$ cat config.mk
export PLATFORM = sky130hd
export DESIGN_NAME = point_in_quad_obstacle_test_core
export DESIGN_NICKNAME = d
export VERILOG_FILES = /design/src/design/piq_pkg.sv /design/src/design/point_in_quad_obstacle_test_core.sv /design/src/design/piq_mul_unit.sv
export SDC_FILE = /design/constraint.sdc
export NUM_CORES = 1
export LEC_CHECK = 0
export BUFFER_PORTS_ARGS = -buffer_cell sky130_fd_sc_hd__buf_2
export CORE_ASPECT_RATIO = 0.75
export CORE_UTILIZATION = 30
export DETAILED_ROUTE_END_ITERATION = 7
export PLACE_DENSITY = 0.45
export SLEW_MARGIN = 30
export SYNTH_ARGS = -nofsm -noshare
export SYNTH_HDL_FRONTEND = slang
export SYNTH_SLANG_ARGS = --single-unit
$ cat constraint.sdc
create_clock -name i_clk -period 22.6 [get_ports i_clk]
set_input_delay 2.26 -clock i_clk [delete_from_list [all_inputs] [get_ports i_clk]]
set_output_delay 2.26 -clock i_clk [all_outputs]
set_load 0.01 [all_outputs]
$ cat src/design/piq_pkg.sv
// ----------------------------------------------------------------------------
// piq_pkg : shared types for the point-in-quadrilateral obstacle test
// Coordinate, difference and product types, the sequencer states and the
// request bundle handed to the shared difference multiplier.
// ----------------------------------------------------------------------------
package piq_pkg;

    localparam int COORD_W = 14;
    localparam int DIFF_W  = COORD_W + 1;
    localparam int PROD_W  = 2 * DIFF_W;
    localparam int REG_IDX_W = 4;
    localparam int REG_COUNT = 8;
    localparam int VERT_SLOTS = 4;
    localparam int SLOT_W = 2;

    typedef logic signed [COORD_W-1:0] t_coord;
    typedef logic signed [DIFF_W-1:0]  t_diff;
    typedef logic signed [PROD_W-1:0]  t_prod;

    typedef enum logic [2:0] {
        S_IDLE,
        S_LOAD,
        S_MUL_L,
        S_MUL_R,
        S_CMP,
        S_FIN
    } t_state;

    // Product request: (a_hi - a_lo) * (b_hi - b_lo), captured when en is set.
    typedef struct packed {
        logic   en;
        t_coord a_hi;
        t_coord a_lo;
        t_coord b_hi;
        t_coord b_lo;
    } t_mul_req;

endpackage

$ cat src/design/point_in_quad_obstacle_test_core.sv
// ----------------------------------------------------------------------------
// point_in_quad_obstacle_test_core : even-odd point-in-polygon test
// Tests obstacle points against a three- or four-vertex polygon held in
// configuration registers, reporting per point and per run whether a point
// lies inside.
// ----------------------------------------------------------------------------
//
//  Channel   Direction  Beat contents
//  --------  ---------  -----------------------------------------------------
//  s_axis    in         tdata: point_x [13:0], point_y [27:14]; tlast: last
//  m_axis    out        tdata: point_inside [0], any_inside [1]; tlast: end
//  cfg       in         index 0..7 selects vertexN_x / vertexN_y, data 14 bits
//
//  Each point goes from acceptance through a load of the closing vertex,
//  then per edge two products on the single shared multiplier and a
//  compare, then a write of the result register and a return to idle
//  before the next point can be accepted.
//  Reset is synchronous and active low; it clears the vertices to the origin
//  and the run accumulator. A stalled result holds the block in idle, and
//  the input is not taken again until the result register can accept.
// ----------------------------------------------------------------------------
module point_in_quad_obstacle_test_core #(
    parameter int VERTEX_COUNT = 4
) (
    input  logic                              i_clk,
    input  logic                              i_rst_n,
    // Input point stream
    input  logic                              i_s_axis_tvalid,
    output logic                              o_s_axis_tready,
    input  logic [31:0]                       i_s_axis_tdata,  // point_x, point_y
    input  logic                              i_s_axis_tlast,
    // Result stream
    output logic                              o_m_axis_tvalid,
    input  logic                              i_m_axis_tready,
    output logic [7:0]                        o_m_axis_tdata,  // point_inside, any_inside
    output logic                              o_m_axis_tlast,
    // Configuration write channel
    input  logic                              i_cfg_valid,
    output logic                              o_cfg_ready,
    input  logic [piq_pkg::REG_IDX_W-1:0]     i_cfg_index,
    input  logic [piq_pkg::COORD_W-1:0]       i_cfg_data
);
    import piq_pkg::*;

    localparam int EDGE_W = $clog2(VERTEX_COUNT);
    localparam logic [EDGE_W-1:0] LAST_EDGE = EDGE_W'(VERTEX_COUNT - 1);

    // Vertex registers, written from the configuration channel.
    t_coord r_vx [VERT_SLOTS];
    t_coord r_vy [VERT_SLOTS];

    // Sequencer state.
    t_state r_state;
    t_state n_state;
    logic [EDGE_W-1:0] r_edge;

    // Latched point and per-point working values.
    t_coord r_px;
    t_coord r_py;
    logic   r_last;
    t_coord r_prev_x;
    t_coord r_prev_y;
    t_prod  r_lhs;
    logic   r_straddle;
    logic   r_d_pos;
    logic   r_cross;
    logic   r_x_lo;
    logic   r_x_hi;
    logic   r_y_lo;
    logic   r_y_hi;
    logic   r_seen;

    // Result register.
    logic   r_out_valid;
    logic   r_out_inside;
    logic   r_out_any;
    logic   r_out_last;

    t_coord   w_cur_x;
    t_coord   w_cur_y;
    t_mul_req w_mul_req;
    t_prod    w_prod;
    logic     w_in_acc;
    logic     w_left;
    logic     w_inside;
    logic     w_cfg_acc;

    assign o_cfg_ready = 1'b1;
    assign w_cfg_acc   = i_cfg_valid;

    // A beat is taken only in idle and only when the result register is
    // empty or draining, so a finished result always finds room.
    assign o_s_axis_tready = (r_state == S_IDLE) && (!r_out_valid || i_m_axis_tready);
    assign w_in_acc        = i_s_axis_tvalid && o_s_axis_tready;

    // The edge runs from the previous vertex to the current one.
    assign w_cur_x = r_vx[SLOT_W'(r_edge)];
    assign w_cur_y = r_vy[SLOT_W'(r_edge)];

    // The left-of test flips its sense with the sign of the edge's y extent.
    assign w_left   = r_d_pos ? (r_lhs < w_prod) : (r_lhs > w_prod);
    assign w_inside = r_cross && r_x_lo && r_x_hi && r_y_lo && r_y_hi;

    piq_mul_unit u_mul (
        .i_clk  (i_clk),
        .i_req  (w_mul_req),
        .o_prod (w_prod)
    );

    // Next-state logic.
    always_comb begin
        n_state = r_state;
        unique case (r_state)
            S_IDLE:  if (w_in_acc) begin
                n_state = S_LOAD;
            end
            S_LOAD:  n_state = S_MUL_L;
            S_MUL_L: n_state = S_MUL_R;
            S_MUL_R: n_state = S_CMP;
            S_CMP:   n_state = (r_edge == LAST_EDGE) ? S_FIN : S_MUL_L;
            S_FIN:   n_state = S_IDLE;
            default: n_state = S_IDLE;
        endcase
    end

    // Operand selection for the shared multiplier.
    always_comb begin
        w_mul_req = '0;
        unique case (r_state)
            S_MUL_L: begin
                // (px - xi) * (yj - yi)
                w_mul_req.en   = 1'b1;
                w_mul_req.a_hi = r_px;
                w_mul_req.a_lo = w_cur_x;
                w_mul_req.b_hi = r_prev_y;
                w_mul_req.b_lo = w_cur_y;
            end
            S_MUL_R: begin
                // (xj - xi) * (py - yi)
                w_mul_req.en   = 1'b1;
                w_mul_req.a_hi = r_prev_x;
                w_mul_req.a_lo = w_cur_x;
                w_mul_req.b_hi = r_py;
                w_mul_req.b_lo = w_cur_y;
            end
            default: w_mul_req = '0;
        endcase
    end

    // Configuration registers: even indices are x, odd are y.
    always_ff @(posedge i_clk) begin
        if (!i_rst_n) begin
            for (int k = 0; k < VERT_SLOTS; k++) begin
                r_vx[k] <= '0;
                r_vy[k] <= '0;
            end
        end else if (w_cfg_acc && (i_cfg_index < REG_IDX_W'(REG_COUNT))) begin
            if (i_cfg_index[0]) begin
                r_vy[i_cfg_index[SLOT_W:1]] <= i_cfg_data;
            end else begin
                r_vx[i_cfg_index[SLOT_W:1]] <= i_cfg_data;
            end
        end
    end

    // Control state.
    always_ff @(posedge i_clk) begin
        if (!i_rst_n) begin
            r_state     <= S_IDLE;
            r_seen      <= 1'b0;
            r_out_valid <= 1'b0;
        end else begin
            r_state <= n_state;
            if (r_state == S_FIN) begin
                r_out_valid <= 1'b1;
                r_seen      <= r_last ? 1'b0 : (r_seen || w_inside);
            end else if (i_m_axis_tready) begin
                r_out_valid <= 1'b0;
            end
        end
    end

    // Datapath registers.
    always_ff @(posedge i_clk) begin
        unique case (r_state)
            S_IDLE: begin
                if (w_in_acc) begin
                    r_px   <= i_s_axis_tdata[COORD_W-1:0];
                    r_py   <= i_s_axis_tdata[2*COORD_W-1:COORD_W];
                    r_last <= i_s_axis_tlast;
                end
            end
            S_LOAD: begin
                // The first edge closes the polygon from its last vertex.
                r_prev_x <= r_vx[SLOT_W'(LAST_EDGE)];
                r_prev_y <= r_vy[SLOT_W'(LAST_EDGE)];
                r_edge   <= '0;
                r_cross  <= 1'b0;
                r_x_lo   <= 1'b0;
                r_x_hi   <= 1'b0;
                r_y_lo   <= 1'b0;
                r_y_hi   <= 1'b0;
            end
            S_MUL_L: begin
                // The box test holds when some vertex lies on each side of
                // the point in both axes; each vertex is visited once here.
                r_x_lo     <= r_x_lo || (w_cur_x <= r_px);
                r_x_hi     <= r_x_hi || (w_cur_x >= r_px);
                r_y_lo     <= r_y_lo || (w_cur_y <= r_py);
                r_y_hi     <= r_y_hi || (w_cur_y >= r_py);
                r_straddle <= (w_cur_y > r_py) != (r_prev_y > r_py);
                r_d_pos    <= r_prev_y > w_cur_y;
            end
            S_MUL_R: begin
                r_lhs <= w_prod;
            end
            S_CMP: begin
                if (r_straddle && w_left) begin
                    r_cross <= !r_cross;
                end
                r_prev_x <= w_cur_x;
                r_prev_y <= w_cur_y;
                r_edge   <= r_edge + 1'b1;
            end
            S_FIN: begin
                r_out_inside <= w_inside;
                r_out_any    <= r_seen || w_inside;
                r_out_last   <= r_last;
            end
            default: begin
            end
        endcase
    end

    assign o_m_axis_tvalid = r_out_valid;
    assign o_m_axis_tdata  = {6'b0, r_out_any, r_out_inside};
    assign o_m_axis_tlast  = r_out_last;

endmodule

$ cat src/design/piq_mul_unit.sv
// ----------------------------------------------------------------------------
// piq_mul_unit : shared difference multiplier
// Forms two coordinate differences and registers their signed product.
// ----------------------------------------------------------------------------
module piq_mul_unit (
    input  logic              i_clk,
    input  piq_pkg::t_mul_req i_req,
    output piq_pkg::t_prod    o_prod
);
    import piq_pkg::*;

    t_diff w_diff_a;
    t_diff w_diff_b;
    t_prod w_prod;
    t_prod r_prod;

    assign w_diff_a = t_diff'(i_req.a_hi) - t_diff'(i_req.a_lo);
    assign w_diff_b = t_diff'(i_req.b_hi) - t_diff'(i_req.b_lo);
    assign w_prod   = t_prod'(w_diff_a) * t_prod'(w_diff_b);

    always_ff @(posedge i_clk) begin
        if (i_req.en) begin
            r_prod <= w_prod;
        end
    end

    assign o_prod = r_prod;

endmodule
Word-level counts from Yosys, hierarchy flattened. Memories as Yosys holds them, arrays and structs flattened. A register that Yosys moved wholly into a read port is not among the register bits. Index checks and enable logic that the tools add are counted.

Bits in registers: 134. RAM bits: 112. Input port bits: 56. Output and inout port bits: 12. Logic and storage cells: 104. Memories: 2.

Memory list: r_vx (words 4, width 14, rd ports 2, clocked after memory_dff 1, write ports 4, RTL line point_in_quad_obstacle_test_core.sv:49) `t_coord r_vx [VERT_SLOTS];`; r_vy (words 4, width 14, rd ports 2, clocked after memory_dff 1, write ports 4, RTL line point_in_quad_obstacle_test_core.sv:50) `t_coord r_vy [VERT_SLOTS];`.

Add/sub/neg operators: 3. Multipliers: 1. $lt $le $gt $ge: 10. Equal/unequal tests: 9. Muxes and demuxes: 34. Reduce and logical (&&, ||, !) cells: 24.

Operators with widths (count): $pmux 57 s2 (1); $pmux 14 s2 (2); $gt 14x14->1 (3); $gt 30x30->1 (1); $lt 30x30->1 (1); $mul 15x15->30 (1); $sub 14x14->15 (2); $ge 14x14->1 (2); $le 14x14->1 (2); $mux 14 (2); $reduce_or 14->1 (2); $mux 1 (16); $pmux 3 s5 (1); $pmux 1 s2 (5); $logic_and 1x1->1 (8); $mux 2 (4); $eq 3x2->1 const B (2); $eq 3x3->1 const B (2); $logic_or 1x1->1 (6); $mux 3 (2); $reduce_bool 2->1 (3); $lt 4x4->1 const B (1); $ne 2x2->1 const B (2); $pmux 2 s2 (1); 7 further kinds (9).

Longest topological paths before layout. Gate-level depths: netlist of the first run.

Depth after elaboration: 7. Depth in mapped cells: 37.

By module. A second synthesis of the first run with hierarchy kept.

Cells, all modules: 2127. Area total of the unflattened synthesis: 22382.7 um2.

Modules (own cells, without submodules): point_in_quad_obstacle_test_core (instances 1, cells each 926, area each 11427.2 um2, seq. area each 6476.2 um2); piq_mul_unit (instances 1, cells each 1201, area each 10955.5 um2, seq. area each 900.9 um2).

Worst setup path after synthesis of the first run. Ideal clock, no wire load.

Path kind: flip-flop to flip-flop. From: register r_state[1]. To: register u_mul.r_prod[29] (netlist: u_mul.o_prod[29]) (data pin). Arrival: 9.104 ns. Required time: 22.340 ns. Slack: 13.236 ns. Cell stages (with the launch flop): 35. Path buffers: 4. Period minus slack after synthesis: 9.364 ns. Cells stage by stage: dfxtp_1 -> clkbuf_1 -> nand2b_1 -> clkbuf_1 -> inv_1 -> clkbuf_1 -> nand2_1 -> ha_1 -> fa_1 -> nor2b_1 -> o21ai_2 -> a21boi_1 -> o211ai_2 -> a21oi_1 -> o31a_1 -> a31o_2 -> buf_4 -> nor2_1 -> fa_1 -> fa_1 -> fa_1 -> fa_1 -> fa_1 -> inv_1 -> fa_1 -> inv_1 -> ha_1 -> a21o_1 -> a21o_1 -> a21o_1 -> o2bb2ai_1 -> a311oi_1 -> o21bai_1 -> a21oi_1 -> xnor2_1.

Longest elaborated chain between the ends: 4.

RTL lines: from (decl) (RTL line point_in_quad_obstacle_test_core.sv:53) `t_state r_state;`; from (signal assigned) (RTL line point_in_quad_obstacle_test_core.sv:173) `r_state <= n_state;`; $eq 3x2->1 (RTL line point_in_quad_obstacle_test_core.sv:129) `unique case (r_state)`; $pmux 57 s2 (*) (RTL line point_in_quad_obstacle_test_core.sv:129); $sub 14x14->15 (on tied branches) (RTL line piq_mul_unit.sv:17, piq_mul_unit.sv:18); $mul 15x15->30 (*) (RTL line piq_mul_unit.sv:19) `assign w_prod = t_prod'(w_diff_a) * t_prod'(w_diff_b);`; via u_mul.w_prod[29] (RTL line piq_mul_unit.sv:14) `t_prod w_prod;`; to (signal assigned) (RTL line piq_mul_unit.sv:23) `r_prod <= w_prod;`; to (decl) (RTL line piq_mul_unit.sv:15) `t_prod r_prod;`.

The timed path passes the listed nets; every way through them passes the cells marked *. A chain may end at the register's enable or synchronous reset.

Final worst setup path of the first run. Ends and elaborated chain as after synthesis.

==> impl_metrics.toml, run 1 <==
[route]
ant_nets = 0
first_pass_iters = 5
route.detailed.drc = 0
drt_iter0_markers = 892
wl_per_cell_um = 18.1
wirelength_mm = 56.4
num_vias = 14909
routed_via_density = 4.79

[clock_network]
clock_path_buffers = 3
clk_pin_slew_ns = 0.06
cts_resized = 0
cts_setup_buffers = 0
postCtsHoldBufs = 0
cts_tree = "built"
htreeDepth = 1
insertion_delay_ns = 0.57
cts_buffers = 28
cts_sinks = 248
cts-root-buf = "clkbuf_16"

[worst_setup_path]
cp_slowest_cell = "xor2_1"
crit_arrival_ns = 10.69
required_ns = 22.89
crit_top_cell = "fa_1"
critical_path_cell_count = 32
reg2regPathDepth = 32
crit_family = "adder cells"
path_buf_inv = 6
slowest_delay_ns = 0.74
cp_max_fo = 42
end_kind = "flip-flop"
cp-start-kind = "flip-flop"
critical_path_class = "reg2reg"

[min_path]
hold_path_class = "reg2reg"
hold-path-cell-count = 0

[final_layout]
syn2layout_area_growth_pct = 11.2
final_area_mm2 = 0.0247
fin_nets = 2613
finalNonFillerCells = 3115
drive_gt1_frac = 0.0978
n_antenna_cell = 0
layout_commonest_cell = "inv_1"
mostFrequentLayoutCells = "inv_1, edfxtp_1, fa_1"

[timing]
slew_violations = 0
fin_crit_ns = 10.40
skew_ns = 0.0141
worstMarginPinSlew_ns = 1.03
hold_viol_final = 0
setup-tns-final_ns = 0
slew_headroom = 0.309
finalSetupViolations = 0
period_share = 0.460
max_freq_mhz = 96.2
grt_setup_unrepaired = "no"

[run]
drv_cap = 0

[die]
row_count = 85
die_width_um = 316
design.core.area_mm2 = 0.0724
die_area_mm2 = 0.0750
start_util = 0.306
ios = 68
die_h_um = 237

[global_route]
grt_max_degree = 47
antenna_found_initial = 2
grt_pass1_vias = 15975
grt_pass1_wl_mm = 91.1
grt_remaining_overflow = 0
grt.total_usage = 0.158

[placed_design]
place_congestion = 0.853
numPlacedInstances = 3062
placed_area_mm2 = 0.0237
io_buffer_count = 56
place_hpwl_mm = 44.9

[outcome]
status = "completed"

[synthesis]
ys.warnings.count = 0
synth_flop_cell = "edfxtp_1"
ys_seq_area_frac = 0.333
synth_edf_count = 241
ys_ff_latch = 248
avgSynthCellArea_um2 = 10.6
synth.cell_area_mm2 = 0.0222
async_flop_share = 0
synthCells = 2091
ys_types = 75
## registers in the layout (all words and copies together), names as in the netlist, 2 cells and up, named ones only
name	flops
r_edge	2
r_lhs	30
r_prev_x	14
r_prev_y	14
r_px	14
r_py	14
r_state	3
r_vx	56
r_vy	56
u_mul.o_prod	30
## cells in the mapped netlist (4+ instances only)
library cell / n / area (µm²)
nand3_1: 17 / 85.1
buf_2: 6 / 30.0
xor2_1: 18 / 158
nand2b_1: 40 / 250
clkbuf_1: 48 / 180
nor3_1: 22 / 110
o31a_1: 4 / 35.0
a21boi_0: 4 / 30.0
o21ai_0: 61 / 305
nand2_1: 213 / 800
o211ai_1: 5 / 37.5
or3_1: 12 / 75.1
a31oi_1: 6 / 37.5
buf_4: 10 / 75.1
a21oi_1: 62 / 310
o21a_1: 12 / 90.1
nor3b_1: 7 / 52.6
mux2i_1: 25 / 250
nand4_1: 19 / 119
o21bai_1: 6 / 45.0
edfxtp_1: 241 / 7240
dfxtp_1: 7 / 140
and3_1: 19 / 119
or2_2: 8 / 50.1
ha_1: 196 / 2450
mux4_2: 28 / 631
and2_1: 121 / 757
buf_1: 6 / 22.5
a211oi_1: 8 / 60.1
nor2_1: 128 / 480
inv_1: 339 / 1270
nor4_1: 7 / 43.8
nor2b_1: 24 / 150
a21o_1: 36 / 270
fa_1: 225 / 4500
xnor2_1: 45 / 394
## layer usage
layer	share of wire	global-route usage
met4	0.014	0.0217
met2	0.42	0.236
met1	0.52	0.242
met3	0.051	0.0241
met5	0	0
## layout make-up
type / count / area [µm²]
Inverter: 339 / 1270
Fill cell: 7357 / 47800
Multi-Input combinational cell: 1436 / 13400
Timing Repair Buffer: 83 / 500
Sequential cell: 248 / 7380
Clock inverter: 20 / 171
Clock buffer: 32 / 737
Tap cell: 957 / 1200
## final timing paths
kind,start,endpoint,slack [ns]
worst min register to register,u_mul.o_prod[23],r_lhs[23],0.45
worst max register to register,r_state[1],u_mul.o_prod[29],12.20
worst max-delay path,r_state[1],u_mul.o_prod[29],12.20
worst min-delay path,u_mul.o_prod[23],r_lhs[23],0.45
## through the flow
| step | utilization | hold slack [ns] | worst slack, ns |
|---|---|---|---|
| 2_1_floorplan | - | 0.426 | 13.24 |
| 3_3_place_gp | 0.326 | 0.433 | 12.29 |
| 3_5_place_dp | 0.327 | 0.432 | 12.21 |
| 4_1_cts | 0.340 | 0.447 | 12.19 |
| 5_1_grt | 0.341 | 0.458 | 11.50 |
| 6_report | 0.341 | 0.447 | 12.20 |
## cell families after synthesis
kind of cell / Yosys count / share of synthesized area
simple gates: 649 / 0.144
flops: 248 / 0.333
xor+xnor: 63 / 0.0249
mux: 56 / 0.0412
buf+inv: 412 / 0.0725
compound gates: 240 / 0.0706
other cells: 2 / 0.000339
fa+ha+maj: 421 / 0.314
## worst register-to-register path, delay by kind of cell (launching register included)
kind                     cells  cell delay, ns
AO/OA/AOI/OAI               12            2.82
AND/OR/NAND/NOR              4            0.65
buffers and inverters        6            1.29
XOR/XNOR                     2            1.04
flip-flops                   1            0.55
adder cells (fa/ha/maj)      8            3.75
Power of run 1 is left out: the tool's default activity adds up to more than one toggle a clock period on the data nets, which glitch-free logic cannot reach.
==> run 2, diff against run 1 <==
--- a/config.mk
+++ b/config.mk
@@ -5,11 +5,12 @@
 export SDC_FILE = /design/constraint.sdc
 export NUM_CORES = 1
 export LEC_CHECK = 0
+export ABC_AREA = 1
 export BUFFER_PORTS_ARGS = -buffer_cell sky130_fd_sc_hd__buf_2
 export CORE_ASPECT_RATIO = 0.75
 export CORE_UTILIZATION = 30
 export DETAILED_ROUTE_END_ITERATION = 7
-export PLACE_DENSITY = 0.45
+export PLACE_DENSITY = 0.47
 export SLEW_MARGIN = 30
 export SYNTH_ARGS = -nofsm -noshare
 export SYNTH_HDL_FRONTEND = slang
==> constraint.sdc (replaced) <==
create_clock -name i_clk -period 8.7 [get_ports i_clk]
set_input_delay 0.87 -clock i_clk [delete_from_list [all_inputs] [get_ports i_clk]]
set_output_delay 0.87 -clock i_clk [all_outputs]
set_load 0.01 [all_outputs]
==> impl_metrics.toml, run 2 <==
[clock_network]
postCtsHoldBufs = 0
cts_buffers = 29
htreeDepth = 1
cts_sinks = 248
clock_path_buffers = 3
cts-root-buf = "clkbuf_16"
clk_pin_slew_ns = 0.06
cts_tree = "built"
insertion_delay_ns = 0.59

[final_layout]
layout_commonest_cell = "nand2_1"
seqCellArea_mm2 = 0.00738
finalNonFillerCells = 3550
drive_gt1_frac = 0.0756
multi_input_area_mm2 = 0.0128
syn2layout_area_growth_pct = 11.1
fin_nets = 3039
mostFrequentLayoutCells = "nand2_1, inv_1, nor2_1"
fill_cells = 7637
final_area_mm2 = 0.0247
reg.largest.list = "r_vx (56), r_vy (56)"

[synthesis]
yosys.area.top_type_share = 0.326
synth_flop_cell = "edfxtp_1"
synth-xor-area-share = 0.0169
synth_top_family_by_area = "adder cells"
synth_compound_area_frac = 0.0573
yosys.area_share.simple = 0.183
synth_adder_area_share = 0.313
synthTopCellsByArea = "edfxtp_1, fa_1, ha_1, nand2_1, inv_1"
ys.warnings.count = 0
synth_edf_count = 241
synth.cell_area_mm2 = 0.0222
ys_types = 54
synth_top_area_cell = "edfxtp_1"
synth_most_common_cell = "nand2_1"
ys_seq_area_frac = 0.332
netlist_top_cells_count = "nand2_1, inv_1, nor2_1, edfxtp_1, fa_1"
ys_ff_latch = 248
synth_mux_area_frac = 0
avgSynthCellArea_um2 = 8.91
async_flop_share = 0
synthCells = 2493

[timing]
layout_setup_ws_ns = 0.353
finalSetupViolations = 0
period_share = 0.959
hold_viol_final = 0
slew_violations = 0
setup-tns-final_ns = 0
fin_crit_ns = 8.35
max_freq_mhz = 120
slew_headroom = 0.405
skew_ns = 0.0326
worstMarginPinSlew_ns = 0.890

[global_route]
grt_pass1_wl_mm = 97.7
use_met3 = 0.0393
antenna_found_initial = 3
grt_max_degree = 65
grt_pass1_vias = 17253
groute.layer.met1.usage = 0.260
grtUsageMet2 = 0.241
grt-busiest-layer = "met1"
grt.total_usage = 0.169
grt_remaining_overflow = 0

[worst_setup_path]
path_buf_inv = 11
cp_slowest_cell = "fa_1"
critical_path_class = "reg2reg"
crit_family = "adder cells"
cp-start-kind = "flip-flop"
crit_arrival_ns = 8.68
required_ns = 9.03
end_kind = "flip-flop"
cp_max_fo = 17
slowest_delay_ns = 0.55

[die]
die_width_um = 316
design.core.area_mm2 = 0.0734
die_area_mm2 = 0.0751
ios = 68
row_count = 86
start_util = 0.303
die_h_um = 238

[placed_design]
numPlacedInstances = 3497
place_hpwl_mm = 49.9
place_congestion = 0.962
io_buffer_count = 56
placed_area_mm2 = 0.0237
dp_slack_ns = 0.259

[run]
drv_cap = 0

[route]
wirelength_mm = 61.5
first_pass_iters = 5
drt_iter0_markers = 1370
wl_per_cell_um = 17.3
ant_nets = 0
route.detailed.drc = 0
num_vias = 16699
routed_via_density = 4.70

[min_path]
hold_path_class = "reg2reg"

[outcome]
status = "completed"
[run 2: changes by cell type in the layout (fill, tap and decap cells not counted), sizes merged, moves of 26 or more]
cell    change
mux4       -28
nor2      +146
a21oi      +38
a21o       -27
nand2b     -39
and2      -120
nand2     +355
xnor2      -26
nand3      +88
inv       +136
[run 2: area by class of cell]
| type | count | area share |
|---|---|---|
| inverters | 478 | 0.0732 |
| clock inverters | 11 | 0.00324 |
| repair buffers | 102 | 0.0260 |
| clock buffers | 39 | 0.0325 |
| well taps | 968 | 0.0491 |
| flip-flops and latches | 248 | 0.299 |
| multi-input cells | 1703 | 0.517 |
| diodes | 1 | 0.000101 |
[run 2: final timing paths]
kind	startpoint	end	slack, ns	cells after the start
max	r_state[1]	u_mul.o_prod[23]	0.35	37
min	u_mul.o_prod[19]	r_lhs[19]	0.44	0
max reg2reg	r_state[1]	u_mul.o_prod[23]	0.35	37
min reg2reg	u_mul.o_prod[19]	r_lhs[19]	0.44	0
[run 2: kinds of logic after synthesis]
group	count (synthesis)
AOI/OAI and AO/OA	231
xor gates and xnor gates	42
adders and majority gates	421
buffers and inverters	547
DFF	248
other	2
and+or+nand+nor	1002
[run 2: timing repair]
item / in CTS / in global routing
buffers inserted: 0 / 2
resized for setup: 0 / 16
setup endpoints to repair: 0 / 10
[run 2: metal layers]
| metal | vias up | part of all wire |
|---|---|---|
| li1 | 7994 | - |
| met1 | 8228 | 0.51 |
| met2 | 419 | 0.40 |
| met3 | 58 | 0.077 |
| met4 | 0 | 0.015 |
| met5 | - | 0 |
[run 2: metrics by stage]
step	utilization	hold slack [ns]
2_1_floorplan	-	0.426
3_3_place_gp	0.323	0.436
3_5_place_dp	0.323	0.433
4_1_cts	0.335	0.405
5_1_grt	0.336	0.417
6_report	0.336	0.442
Power of run 2 is left out for the same reason.
